File: src/sv/ppcf_pkg.sv
// ----------------------------------------------------------------------------
// ppcf_pkg
// Shared types and constants for the pwm pulse capture block with failsafe
// and watchdog detection.
// ----------------------------------------------------------------------------
package ppcf_pkg;

    // default sizing
    localparam int CHANNELS_DEF   = 4;
    localparam int QUEUE_DEPTH    = 2;

    // failsafe detection
    localparam int FS_RUN_LIMIT   = 20;
    localparam int FS_TOL_US      = 10;
    localparam int PULSE_MAX      = 65535;
    localparam int RUN_W          = 5;

    // field widths
    localparam int CH_FIELD_W     = 2;
    localparam int TS_W           = 32;
    localparam int PULSE_W        = 17;
    localparam int FS_W           = 17;
    localparam int WD_W           = 25;

    // configuration bank
    localparam int CFG_CH         = 4;
    localparam int APB_ADDR_W     = 5;
    localparam int APB_DATA_W     = 32;
    localparam logic [2:0] REG_FS_CH0 = 3'd0;
    localparam logic [2:0] REG_WD_CH0 = 3'd4;

    // result kinds
    localparam logic KIND_PULSE = 1'b0;
    localparam logic KIND_QUERY = 1'b1;

    typedef enum logic [1:0] {
        MODE_RISE  = 2'd0,
        MODE_FALL  = 2'd1,
        MODE_QUERY = 2'd2
    } t_mode;

    typedef logic [CFG_CH-1:0][FS_W-1:0] t_fs_bank;
    typedef logic [CFG_CH-1:0][WD_W-1:0] t_wd_bank;

    // classified item handed from front to back
    typedef struct packed {
        t_mode                 mode;
        logic [CH_FIELD_W-1:0] ch;
        logic                  ch_ok;
        logic [TS_W-1:0]       ts;
    } t_cmd;

    // one result
    typedef struct packed {
        logic                  kind;
        logic [CH_FIELD_W-1:0] ch;
        logic [PULSE_W-1:0]    pulse;
        logic                  lost;
        logic                  fsa;
    } t_result;

endpackage

File: src/sv/ppcf_fifo.sv
// ----------------------------------------------------------------------------
// ppcf_fifo
// Small register queue with push/full and pop/empty sides.
// ----------------------------------------------------------------------------
module ppcf_fifo #(
    parameter int WIDTH = 1,
    parameter int DEPTH = ppcf_pkg::QUEUE_DEPTH
) (
    input  logic             i_clk,
    input  logic             i_rst_n,
    input  logic             i_push,
    input  logic [WIDTH-1:0] i_data,
    output logic             o_full,
    input  logic             i_pop,
    output logic [WIDTH-1:0] o_data,
    output logic             o_empty
);
    import ppcf_pkg::*;

    localparam int PTR_W = (DEPTH > 1) ? $clog2(DEPTH) : 1;
    localparam int CNT_W = $clog2(DEPTH + 1);

    logic [WIDTH-1:0] r_mem [DEPTH];
    logic [PTR_W-1:0] r_wr_ptr, n_wr_ptr;
    logic [PTR_W-1:0] r_rd_ptr, n_rd_ptr;
    logic [CNT_W-1:0] r_count,  n_count;
    logic             do_push, do_pop;

    assign o_full  = (r_count == CNT_W'(DEPTH));
    assign o_empty = (r_count == '0);
    assign o_data  = r_mem[r_rd_ptr];
    assign do_push = i_push && !o_full;
    assign do_pop  = i_pop && !o_empty;

    // pointer and count update
    always_comb begin
        n_wr_ptr = r_wr_ptr;
        n_rd_ptr = r_rd_ptr;
        n_count  = r_count;
        if (do_push) begin
            n_wr_ptr = (r_wr_ptr == PTR_W'(DEPTH - 1)) ? '0 : r_wr_ptr + 1'b1;
        end
        if (do_pop) begin
            n_rd_ptr = (r_rd_ptr == PTR_W'(DEPTH - 1)) ? '0 : r_rd_ptr + 1'b1;
        end
        if (do_push && !do_pop) begin
            n_count = r_count + 1'b1;
        end else if (do_pop && !do_push) begin
            n_count = r_count - 1'b1;
        end
    end

    always_ff @(posedge i_clk) begin
        if (!i_rst_n) begin
            r_wr_ptr <= '0;
            r_rd_ptr <= '0;
            r_count  <= '0;
        end else begin
            r_wr_ptr <= n_wr_ptr;
            r_rd_ptr <= n_rd_ptr;
            r_count  <= n_count;
        end
    end

    // storage
    always_ff @(posedge i_clk) begin
        if (do_push) begin
            r_mem[r_wr_ptr] <= i_data;
        end
    end

endmodule

File: src/sv/ppcf_cfg.sv
// ----------------------------------------------------------------------------
// ppcf_cfg
// APB register bank holding the failsafe pulse and watchdog limits.
// ----------------------------------------------------------------------------
module ppcf_cfg (
    input  logic                                i_clk,
    input  logic                                i_rst_n,
    input  logic                                psel,
    input  logic                                penable,
    input  logic                                pwrite,
    input  logic [ppcf_pkg::APB_ADDR_W-1:0]     paddr,
    input  logic [ppcf_pkg::APB_DATA_W-1:0]     pwdata,
    output logic [ppcf_pkg::APB_DATA_W-1:0]     prdata,
    output logic                                pready,
    output ppcf_pkg::t_fs_bank                  o_fs,
    output ppcf_pkg::t_wd_bank                  o_wd
);
    import ppcf_pkg::*;

    t_fs_bank   r_fs;
    t_wd_bank   r_wd;
    logic [2:0] reg_idx;
    logic       wr_en;

    assign pready  = 1'b1;
    assign reg_idx = paddr[APB_ADDR_W-1:2];
    assign wr_en   = psel && penable && pwrite && pready;
    assign o_fs    = r_fs;
    assign o_wd    = r_wd;

    // register writes, both banks reset to the disabled value
    always_ff @(posedge i_clk) begin
        if (!i_rst_n) begin
            r_fs <= '1;
            r_wd <= '1;
        end else if (wr_en) begin
            if (reg_idx < REG_WD_CH0) begin
                r_fs[reg_idx[1:0]] <= pwdata[FS_W-1:0];
            end else begin
                r_wd[reg_idx[1:0]] <= pwdata[WD_W-1:0];
            end
        end
    end

    // read back, sign extended
    always_comb begin
        if (reg_idx < REG_WD_CH0) begin
            prdata = APB_DATA_W'($signed(r_fs[reg_idx[1:0]]));
        end else begin
            prdata = APB_DATA_W'($signed(r_wd[reg_idx[1:0]]));
        end
    end

endmodule

File: src/sv/ppcf_front.sv
// ----------------------------------------------------------------------------
// ppcf_front
// Accepts input items, drops those that cause nothing and queues the rest
// for the execution side.
// ----------------------------------------------------------------------------
module ppcf_front #(
    parameter int CHANNELS    = ppcf_pkg::CHANNELS_DEF,
    parameter int QUEUE_DEPTH = ppcf_pkg::QUEUE_DEPTH
) (
    input  logic                              i_clk,
    input  logic                              i_rst_n,
    input  logic                              i_push,
    output logic                              o_full,
    input  logic [1:0]                        i_mode,
    input  logic [ppcf_pkg::CH_FIELD_W-1:0]   i_channel,
    input  logic [ppcf_pkg::TS_W-1:0]         i_timestamp_us,
    input  logic                              i_cmd_pop,
    output ppcf_pkg::t_cmd                    o_cmd,
    output logic                              o_cmd_empty
);
    import ppcf_pkg::*;

    t_cmd                 cmd;
    logic                 ch_ok;
    logic                 keep;
    logic [$bits(t_cmd)-1:0] cmd_q;

    assign ch_ok = (32'(i_channel) < CHANNELS);

    // classify: edges on absent channels and the unused mode vanish here
    always_comb begin
        case (i_mode)
            MODE_RISE, MODE_FALL: keep = ch_ok;
            MODE_QUERY:           keep = 1'b1;
            default:              keep = 1'b0;
        endcase
        cmd.mode  = t_mode'(i_mode);
        cmd.ch    = i_channel;
        cmd.ch_ok = ch_ok;
        cmd.ts    = i_timestamp_us;
    end

    // command queue between front and back
    ppcf_fifo #(
        .WIDTH ($bits(t_cmd)),
        .DEPTH (QUEUE_DEPTH)
    ) u_cmd_q (
        .i_clk   (i_clk),
        .i_rst_n (i_rst_n),
        .i_push  (i_push && keep),
        .i_data  (cmd),
        .o_full  (o_full),
        .i_pop   (i_cmd_pop),
        .o_data  (cmd_q),
        .o_empty (o_cmd_empty)
    );

    assign o_cmd = t_cmd'(cmd_q);

endmodule

File: src/sv/ppcf_back.sv
// ----------------------------------------------------------------------------
// ppcf_back
// Executes queued items against the per-channel capture state and queues
// the results for the receiver.
// ----------------------------------------------------------------------------
module ppcf_back #(
    parameter int CHANNELS    = ppcf_pkg::CHANNELS_DEF,
    parameter int QUEUE_DEPTH = ppcf_pkg::QUEUE_DEPTH
) (
    input  logic                 i_clk,
    input  logic                 i_rst_n,
    input  ppcf_pkg::t_cmd       i_cmd,
    input  logic                 i_cmd_empty,
    output logic                 o_cmd_pop,
    input  ppcf_pkg::t_fs_bank   i_fs,
    input  ppcf_pkg::t_wd_bank   i_wd,
    output ppcf_pkg::t_result    o_res,
    output logic                 o_res_empty,
    input  logic                 i_res_pop
);
    import ppcf_pkg::*;

    localparam int CH_W = (CHANNELS > 1) ? $clog2(CHANNELS) : 1;

    logic [TS_W-1:0]    r_rise_time  [CHANNELS];
    logic [PULSE_W-1:0] r_last_pulse [CHANNELS];
    logic [RUN_W-1:0]   r_fs_run     [CHANNELS];

    logic [CH_W-1:0]          idx;
    logic [TS_W-1:0]          diff;
    logic [15:0]              width;
    logic signed [FS_W:0]     fs_x, fs_lo, fs_hi, w_x;
    logic [FS_W-1:0]          fs;
    logic [WD_W-1:0]          wd;
    logic                     in_band;
    logic                     lost, fsa;
    logic [RUN_W-1:0]         n_run;
    logic                     res_full;
    logic                     fire;
    logic                     has_res;
    t_result                  res;
    logic [$bits(t_result)-1:0] res_q;

    assign fire      = !i_cmd_empty && !res_full;
    assign o_cmd_pop = fire;

    // width measurement and failsafe band check
    always_comb begin
        idx     = i_cmd.ch[CH_W-1:0];
        diff    = i_cmd.ts - r_rise_time[idx];
        width   = (diff > TS_W'(PULSE_MAX)) ? 16'hFFFF : diff[15:0];
        fs      = i_fs[i_cmd.ch];
        fs_x    = {fs[FS_W-1], fs};
        fs_lo   = fs_x - (FS_W+1)'(FS_TOL_US);
        fs_hi   = fs_x + (FS_W+1)'(FS_TOL_US);
        w_x     = {2'b00, width};
        in_band = !fs[FS_W-1] && (w_x > fs_lo) && (w_x < fs_hi);
        if (!in_band) begin
            n_run = '0;
        end else if (r_fs_run[idx] < RUN_W'(FS_RUN_LIMIT)) begin
            n_run = r_fs_run[idx] + 1'b1;
        end else begin
            n_run = r_fs_run[idx];
        end
    end

    // watchdog and failsafe flags for a query
    always_comb begin
        wd   = i_wd[i_cmd.ch];
        lost = !wd[WD_W-1] && (diff > TS_W'(wd[WD_W-2:0]));
        fsa  = (r_fs_run[idx] >= RUN_W'(FS_RUN_LIMIT));
    end

    // result formatting
    always_comb begin
        res     = '0;
        res.ch  = i_cmd.ch;
        has_res = 1'b0;
        case (i_cmd.mode)
            MODE_FALL: begin
                has_res   = 1'b1;
                res.kind  = KIND_PULSE;
                res.pulse = {1'b0, width};
            end
            MODE_QUERY: begin
                has_res  = 1'b1;
                res.kind = KIND_QUERY;
                if (i_cmd.ch_ok) begin
                    res.lost  = lost;
                    res.fsa   = fsa;
                    res.pulse = (lost || fsa) ? '1 : r_last_pulse[idx];
                end else begin
                    res.pulse = '1;
                end
            end
            default: has_res = 1'b0;
        endcase
    end

    // per-channel capture state
    always_ff @(posedge i_clk) begin
        if (!i_rst_n) begin
            for (int i = 0; i < CHANNELS; i++) begin
                r_rise_time[i]  <= '0;
                r_last_pulse[i] <= '1;
                r_fs_run[i]     <= '0;
            end
        end else if (fire) begin
            case (i_cmd.mode)
                MODE_RISE: begin
                    r_rise_time[idx] <= i_cmd.ts;
                end
                MODE_FALL: begin
                    r_last_pulse[idx] <= {1'b0, width};
                    r_fs_run[idx]     <= n_run;
                end
                default: ;
            endcase
        end
    end

    // result queue toward the receiver
    ppcf_fifo #(
        .WIDTH ($bits(t_result)),
        .DEPTH (QUEUE_DEPTH)
    ) u_res_q (
        .i_clk   (i_clk),
        .i_rst_n (i_rst_n),
        .i_push  (fire && has_res),
        .i_data  (res),
        .o_full  (res_full),
        .i_pop   (i_res_pop),
        .o_data  (res_q),
        .o_empty (o_res_empty)
    );

    assign o_res = t_result'(res_q);

endmodule

File: src/sv/pwm_pulse_capture_failsafe_top.sv
// ----------------------------------------------------------------------------
// pwm_pulse_capture_failsafe_top
// Multi-channel RC pulse-width capture with failsafe and watchdog detection.
// ----------------------------------------------------------------------------
// usage
//   input queue: drive i_mode / i_channel / i_timestamp_us and raise i_push;
//   a transaction completes on a clock edge with i_push high and o_full low.
//   rising edges store a time, falling edges report a width, queries report
//   the last width or -1 with the signal lost / failsafe flags.
//   result queue: a result is on the o_ ports while o_empty is low and is
//   taken on an edge with i_pop high. rising edges and dropped items give none.
//   order: an accepted item is registered in the command queue, then its
//   result is registered in the result queue, from where it can be popped.
//   throughput: one item per cycle while the receiver keeps up; per-channel
//   state updates on execute and each side has a two-entry queue.
//   a stalled receiver fills the result queue, then the command queue, then
//   o_full rises; nothing is lost.
//   configuration: APB, registers at 4*i, to be written only while idle; the block leaves this to the user.
//   reset (synchronous, active low): queues empty, rise times zero, last
//   widths -1, failsafe runs zero, all limits -1 (disabled).
// ----------------------------------------------------------------------------
module pwm_pulse_capture_failsafe_top #(
    parameter int CHANNELS    = ppcf_pkg::CHANNELS_DEF,
    parameter int QUEUE_DEPTH = ppcf_pkg::QUEUE_DEPTH
) (
    input  logic                                i_clk,
    input  logic                                i_rst_n,
    // input queue
    input  logic                                i_push,
    output logic                                o_full,
    input  logic [1:0]                          i_mode,
    input  logic [ppcf_pkg::CH_FIELD_W-1:0]     i_channel,
    input  logic [ppcf_pkg::TS_W-1:0]           i_timestamp_us,
    // result queue
    output logic                                o_empty,
    input  logic                                i_pop,
    output logic                                o_kind,
    output logic [ppcf_pkg::CH_FIELD_W-1:0]     o_channel_out,
    output logic signed [ppcf_pkg::PULSE_W-1:0] o_pulse_us,
    output logic                                o_signal_lost,
    output logic                                o_failsafe_active,
    // configuration
    input  logic                                psel,
    input  logic                                penable,
    input  logic                                pwrite,
    input  logic [ppcf_pkg::APB_ADDR_W-1:0]     paddr,
    input  logic [ppcf_pkg::APB_DATA_W-1:0]     pwdata,
    output logic [ppcf_pkg::APB_DATA_W-1:0]     prdata,
    output logic                                pready
);
    import ppcf_pkg::*;

    t_fs_bank fs;
    t_wd_bank wd;
    t_cmd     cmd;
    logic     cmd_empty;
    logic     cmd_pop;
    t_result  res;

    // register bank
    ppcf_cfg u_cfg (
        .i_clk   (i_clk),
        .i_rst_n (i_rst_n),
        .psel    (psel),
        .penable (penable),
        .pwrite  (pwrite),
        .paddr   (paddr),
        .pwdata  (pwdata),
        .prdata  (prdata),
        .pready  (pready),
        .o_fs    (fs),
        .o_wd    (wd)
    );

    // accept and classify
    ppcf_front #(
        .CHANNELS    (CHANNELS),
        .QUEUE_DEPTH (QUEUE_DEPTH)
    ) u_front (
        .i_clk          (i_clk),
        .i_rst_n        (i_rst_n),
        .i_push         (i_push),
        .o_full         (o_full),
        .i_mode         (i_mode),
        .i_channel      (i_channel),
        .i_timestamp_us (i_timestamp_us),
        .i_cmd_pop      (cmd_pop),
        .o_cmd          (cmd),
        .o_cmd_empty    (cmd_empty)
    );

    // execute
    ppcf_back #(
        .CHANNELS    (CHANNELS),
        .QUEUE_DEPTH (QUEUE_DEPTH)
    ) u_back (
        .i_clk       (i_clk),
        .i_rst_n     (i_rst_n),
        .i_cmd       (cmd),
        .i_cmd_empty (cmd_empty),
        .o_cmd_pop   (cmd_pop),
        .i_fs        (fs),
        .i_wd        (wd),
        .o_res       (res),
        .o_res_empty (o_empty),
        .i_res_pop   (i_pop)
    );

    assign o_kind            = res.kind;
    assign o_channel_out     = res.ch;
    assign o_pulse_us        = $signed(res.pulse);
    assign o_signal_lost     = res.lost;
    assign o_failsafe_active = res.fsa;

endmodule

File: config.mk
export PLATFORM = sky130hd
export DESIGN_NAME = pwm_pulse_capture_failsafe_top
export DESIGN_NICKNAME = d
export VERILOG_FILES = /design/src/sv/ppcf_pkg.sv /design/src/sv/ppcf_fifo.sv /design/src/sv/ppcf_cfg.sv /design/src/sv/ppcf_front.sv /design/src/sv/ppcf_back.sv /design/src/sv/pwm_pulse_capture_failsafe_top.sv
export SDC_FILE = /design/constraint.sdc
export NUM_CORES = 1
export LEC_CHECK = 0
export ABC_AREA = 1
export BUFFER_PORTS_ARGS = -buffer_cell sky130_fd_sc_hd__buf_2
export CAP_MARGIN = 20
export CORE_UTILIZATION = 40
export CTS_CLUSTER_DIAMETER = 50
export DETAILED_ROUTE_END_ITERATION = 7
export GPL_TIMING_DRIVEN = 0
export PLACE_DENSITY = 0.58
export RECOVER_POWER = 50
export SLEW_MARGIN = 20
export SYNTH_ARGS = -nofsm -noshare
export SYNTH_HDL_FRONTEND = slang
export SYNTH_SLANG_ARGS = --single-unit
File: constraint.sdc
create_clock -name i_clk -period 5.5 [get_ports i_clk]
set_clock_uncertainty 0.15 [all_clocks]
set_input_delay 1.65 -clock i_clk [delete_from_list [all_inputs] [get_ports i_clk]]
set_output_delay 1.65 -clock i_clk [all_outputs]
set_load 0.01 [all_outputs]
==> results_dict.tcl, run 1 <==
set metrics [dict create \
    synthCells 3318 \
    cts-htree-levels 3 \
    synth-seq-area-share_pct 49.4 \
    leakage_nw 14.5 \
    num_rows 95 \
    setup_viol 22 \
    async_flop_share_pct 0 \
    ctsLongestPathBuffers 3 \
    min_period_over_period_pct 102 \
    worst-endpoint-arrival_ns 5.80 \
    grt_overflow_total 0 \
    replace_congestion 0.970 \
    crit_type "reg -> reg" \
    layout_min_cycle_time_ns 5.61 \
    clock_insertion_delay_worst_skew_ns 0.63 \
    crit_slowest_cell "sky130_fd_sc_hd__dfxtp_4" \
    grt_usage_pct 26.9 \
    global_route_wire_length_before_repair_mm 142 \
    drt_pass1_iterations 5 \
    layout-drive-gt1-share_pct 20.9 \
    buffer_ports.inserted 109 \
    run_status "finished, violations left" \
    failing_checks "setup timing" \
    post_drt_wl_per_cell_um 21.3 \
    syn_avg_cell_area_um2 8.26 \
    path_clk_slew_ns 0.06 \
    max_clock_freq_mhz 178 \
    largest_stage_delay_worst_path_ns 0.41 \
    cp-end-kind "flip-flop" \
    floorplan.io_pins 137 \
    primary_flip_flop_cell_chosen_by_synthesis_mapping "sky130_fd_sc_hd__edfxtp_1" \
    fp.dieW_um 264 \
    timing.critical_path.from_type "flip-flop" \
    mappedNetlistNets 3487 \
    starting_utilization_of_the_core_area_pct 40.6 \
    family_of_cells_with_the_greatest_summed_delay_on_the_critical_path "simple AND/OR/NAND/NOR gates" \
    grt_max_degree 24 \
    diodes 0 \
    dr_total_vias 24740 \
    cts_tree "built" \
    met3_wirelength_mm 9.22 \
    m1WireLength_mm 39.9 \
    fin_nets 3763 \
    final_common_cell "sky130_fd_sc_hd__nand2_1" \
    cts_sinks 510 \
    worst_slack_ns -0.108 \
    top_layer_used "met5" \
    rsz0062_at_grt "yes" \
    die_height_um 264 \
    cts-hold-fix-buffers 0 \
    relative_slew_margins_pct 22.8 \
    critical_path_peak_fanout 10 \
    area_growth_pct 25.4 \
    cp.buffers_inverters 11 \
    postRouteAntennaNets 0 \
    tritoncts_buffers 70 \
    dp_hpwl_mm 66.9 \
    hold_path_class "reg -> reg" \
    max_cap_viol_count 0 \
    wl_met2_mm 43.2 \
    ir_drop_v 0.000388 \
    hold_viol 0 \
    hold_slack_ns 0.299 \
    core-area_um2 67500 \
    drc_errors 0 \
    pwr_density_cell_nw_per_um2 648 \
    critPathMostFrequentCell "sky130_fd_sc_hd__nand2_1" \
    slew_violations 0 \
    synth-edff-count 332 \
    ys_warn_count 0 \
    syn_area_um2 27400 \
    cts_root_buffer "sky130_fd_sc_hd__clkbuf_16" \
    antenna_found_initial 4 \
    critPathRequiredTime_ns 5.69 \
    worstMarginPinSlew_ns 1.15 \
    starting_drt_drc_count 2468 \
    ys_seq_elements 510 \
    yosysUniqueCellTypes 62 \
    final_core_utilization_pct 50.9 \
    most_used_cells_in_the_layout_excluding_fill_and_tap_cells "sky130_fd_sc_hd__nand2_1, sky130_fd_sc_hd__inv_1, sky130_fd_sc_hd__edfxtp_1" \
    routed_wirelength_mm 96.2 \
    die_area_um2 69600 \
    first_global_vias 23061 \
    vias_per_cell 5.47 \
]
metal layers:
metal | up-vias | global-route usage (%)
met1 | 11678 | 36.4
met5 | - | 0
met4 | 4 | 11.6
met3 | 231 | 4.90
met2 | 1191 | 42.1
li1 | 11636 | -
power breakdown:
part | total [mW] | internal, mW | switching (mW)
logic | 13.0 | 4.83 | 8.18
clock network | 4.69 | 2.86 | 1.83
registers | 4.59 | 4.49 | 0.0956
logic make-up after synthesis:
family,share of synthesized area (%)
mux,0.981
fa+ha+maj,4.09
flops,49.4
buf+inv,8.47
compound gates,13.1
xor+xnor,1.15
other cells,0.0137
simple gates,22.8
layout make-up:
cell class	count	area (um2)
flip-flops and latches	510	13500
fillers	6290	33100
clock inverters	42	495
repair buffers	215	1650
inverters	401	1510
plain buffers	178	1220
well taps	873	1090
multi-input cells	2218	13000
clock buffers	86	1890
synth_stat cells (all sizes together), types with 35 or more instances:
cell | count | share of area, %
o22ai | 38 | 0.89
ha | 88 | 4.0
nand2 | 926 | 13
dfxtp | 178 | 13
o21ai | 194 | 3.6
edfxtp | 332 | 36
or2 | 35 | 0.80
nand3 | 178 | 3.5
nor2 | 321 | 4.6
o211ai | 95 | 2.6
inv | 397 | 5.4
a21oi | 133 | 2.4
clkbuf | 150 | 2.1
buf | 39 | 0.89
what timing repair did:
item | in CTS | in global routing
pin swaps | 53 | 94
buffers inserted | 65 | 24
setup endpoints to repair | 149 | 67
resized for setup | 315 | 165
cloned | 7 | 3
hold endpoints to repair | 0 | 0
through the flow:
step                      setup TNS [ns]  cell area (um2)  instances  setup slack [ns]  total power [mW]
after global routing              -10.38            34400       4523            -0.339              23.6
after floorplan                        0            27500       3318           0.00249              11.4
after detailed placement         -152.91            29400       4308             -2.33              14.6
after CTS                         -0.341            33700       4499           -0.0491              21.3
after global placement           -315.33            29100       4300             -2.55              14.4
final                              -1.29            34400       4523            -0.108              22.3
registers in the layout (all words and copies together) (netlist names), named ones only:
signal	count
u_back.r_fs_run	20
u_back.r_last_pulse	68
u_back.r_rise_time	128
u_back.u_res_q.r_count	2
u_back.u_res_q.r_mem	44
u_back.u_res_q.r_rd_ptr	1
u_back.u_res_q.r_wr_ptr	1
u_cfg.o_fs	68
u_cfg.o_wd	100
u_front.u_cmd_q.r_count	2
u_front.u_cmd_q.r_mem	72
u_front.u_cmd_q.r_rd_ptr	1
u_front.u_cmd_q.r_wr_ptr	1
worst paths after layout:
kind	startpoint	endpoint	slack (ns)	depth (start not counted)
setup / recovery	flip-flop	u_back.r_fs_run[1][3]	-0.11	38
hold / removal	u_front.u_cmd_q.r_rd_ptr	flip-flop	0.30	1
setup reg to reg	flip-flop	u_back.r_fs_run[1][3]	-0.11	38
hold reg to reg	u_front.u_cmd_q.r_rd_ptr	flip-flop	0.30	1
worst register-to-register path, delay by kind of cell (launching register included):
family | cells | cell delay (ns)
AND/OR/NAND/NOR | 19 | 2.04
buffers and inverters | 11 | 1.41
AO/OA/AOI/OAI | 6 | 0.75
adder cells (fa/ha/maj) | 2 | 0.58
flip-flops | 1 | 0.41
No activity file was read; power rests on OpenSTA's default activity.
==> inputs of run 2 (changes only) <==
==> constraint.sdc (replaced) <==
create_clock -name i_clk -period 5.5 [get_ports i_clk]
set_clock_uncertainty 0.15 [all_clocks]
set_input_delay 0.55 -clock i_clk [delete_from_list [all_inputs] [get_ports i_clk]]
set_output_delay 0.55 -clock i_clk [all_outputs]
set_load 0.01 [all_outputs]
==> run 2 against run 1 <==
The flow still finishes with violations (setup timing). Flip-flop and latch count unchanged. Global-route usage increased by 0.10 points. Combinational power about the same. Final cell count increased by 0.80%. Count of clock-buffer cells in the layout unchanged. Cell area increased by 0.62%. First-iteration DRC count increased by 12%. Clock power about the same. Sequential share of layout area decreased by 0.24 points. Register-to-register slack got worse by 0.04 ns. Critical path type unchanged.
==> results_dict.tcl, run 2 (same netlist as run 1, synthesis figures left out) <==
set metrics [dict create \
    multi_input_comb_area_um2 12900 \
    first_global_vias 23194 \
    most_used_cells_in_the_layout_excluding_fill_and_tap_cells "sky130_fd_sc_hd__nand2_1, sky130_fd_sc_hd__inv_1, sky130_fd_sc_hd__edfxtp_1" \
    largest_stage_delay_worst_path_ns 0.41 \
    max_reg_flops 128 \
    timing.critical_path.from_type "flip-flop" \
    worst_slack_ns -0.146 \
    num_rows 95 \
    timing.setup.tns_ns -1.99 \
    ctsLongestPathBuffers 3 \
    cts_tree "built" \
    replace_congestion 0.970 \
    path_clk_slew_ns 0.06 \
    relative_slew_margins_pct 25.2 \
    buffer_ports.inserted 109 \
    setup_viol 22 \
    starting_utilization_of_the_core_area_pct 40.6 \
    worst-endpoint-arrival_ns 5.84 \
    starting_drt_drc_count 2771 \
    grt_max_degree 24 \
    hold_slack_ns 0.0602 \
    floorplan.io_pins 137 \
    grt_overflow_total 0 \
    hold_viol 0 \
    fin_nets 3798 \
    pwr_density_cell_nw_per_um2 640 \
    crit_slowest_cell "sky130_fd_sc_hd__dfxtp_4" \
    area_growth_pct 26.2 \
    antenna_found_initial 4 \
    grt_usage_pct 27.0 \
    cts-htree-levels 3 \
    worstMarginPinSlew_ns 1.11 \
    tritoncts_buffers 70 \
    die_height_um 264 \
    run_status "finished, violations left" \
    cts_sinks 510 \
    rsz0062_at_grt "yes" \
    layout-drive-gt1-share_pct 19.6 \
    vias_per_cell 5.45 \
    dr_total_vias 24854 \
    cp-end-kind "flip-flop" \
    global_route_wire_length_before_repair_mm 142 \
    layout_min_cycle_time_ns 5.65 \
    max_cap_viol_count 0 \
    cts_root_buffer "sky130_fd_sc_hd__clkbuf_16" \
    final_core_utilization_pct 51.2 \
    regArea_um2 13500 \
    min_period_over_period_pct 103 \
    slew_violations 0 \
    post_drt_wl_per_cell_um 21.2 \
    drt_pass1_iterations 8 \
    die_area_um2 69600 \
    hold_path_class "in -> reg" \
    critical_path_peak_fanout 6 \
    drc_errors 0 \
    total_power_mw 22.2 \
    max_clock_freq_mhz 177 \
    final_common_cell "sky130_fd_sc_hd__nand2_1" \
    dp_hpwl_mm 66.9 \
    postRouteAntennaNets 0 \
    critPathRequiredTime_ns 5.69 \
    regMostFlops "u_back.r_rise_time" \
    preCtsSetupSlack_ns -2.33 \
    leakage_nw 14.6 \
    clock_insertion_delay_worst_skew_ns 0.63 \
    ir_drop_v 0.000381 \
    routed_wirelength_mm 96.7 \
    fp.dieW_um 264 \
    filler_cell_count 6281 \
    crit_type "reg -> reg" \
    failing_checks "setup timing" \
    core-area_um2 67500 \
]
## run 2: cell count changes in the layout (fill, tap and decap cells not counted), sizes merged
cell	delta
dlygate4sd3	+36
diode	+1
clkbuf	+11
buf	-12
## run 2: area by class of cell
class                   instances  share of cell area, %
flip-flops and latches        510                   39.1
multi-input cells            2218                   37.2
repair buffers                247                   5.70
clock buffers                  86                   5.47
inverters                     401                   4.37
plain buffers                 181                   3.57
well taps                     873                   3.16
clock inverters                42                   1.43
diodes                          1                0.00723
## run 2: critical path, delay by kind of cell (launching register included)
family / cells / cell delay, ns
flops: 1 / 0.41
buf+inv: 10 / 1.26
compound gates: 3 / 0.36
fa+ha+maj: 3 / 0.86
simple gates: 20 / 2.33
## run 2: worst paths after layout
| path | startpoint | slack, ns | cells after the start | endpoint |
|---|---|---|---|---|
| min reg2reg | u_front.u_cmd_q.r_rd_ptr | 0.30 | 1 | flip-flop |
| min | pwdata[23] | 0.06 | 3 | u_cfg.o_wd[23] |
| max reg2reg | flip-flop | -0.15 | 36 | u_back.r_fs_run[1][3] |
| max | flip-flop | -0.15 | 36 | u_back.r_fs_run[1][3] |
## run 2: report_power, final
part / internal (mW) / switching (mW)
sequential: 4.49 / 0.0951
clock: 2.86 / 1.83
combinational: 4.77 / 8.09
## run 2: layer usage
| metal | track usage [%] | up-vias | routed length (um) |
|---|---|---|---|
| met3 | 4.83 | 224 | 8610 |
| met1 | 36.6 | 11735 | 40700 |
| met4 | 11.7 | 4 | 3770 |
| met2 | 42.3 | 1186 | 43600 |
| met5 | 0 | - | 28 |
| li1 | - | 11705 | - |
## run 2: what timing repair did
item | CTS | global route
setup endpoints to repair | 120 | 54
cloned | 7 | 2
hold buffers | 36 | 0
buffers inserted | 66 | 21
hold endpoints to repair | 72 | 0
pin swaps | 53 | 69
resized for setup | 306 | 121
## run 2: metrics by stage
step           instance area (um2)  cells
2_1_floorplan                27500   3318
3_3_place_gp                 29100   4300
3_5_place_dp                 29400   4308
4_1_cts                      34100   4536
5_1_grt                      34600   4558
6_report                     34600   4559
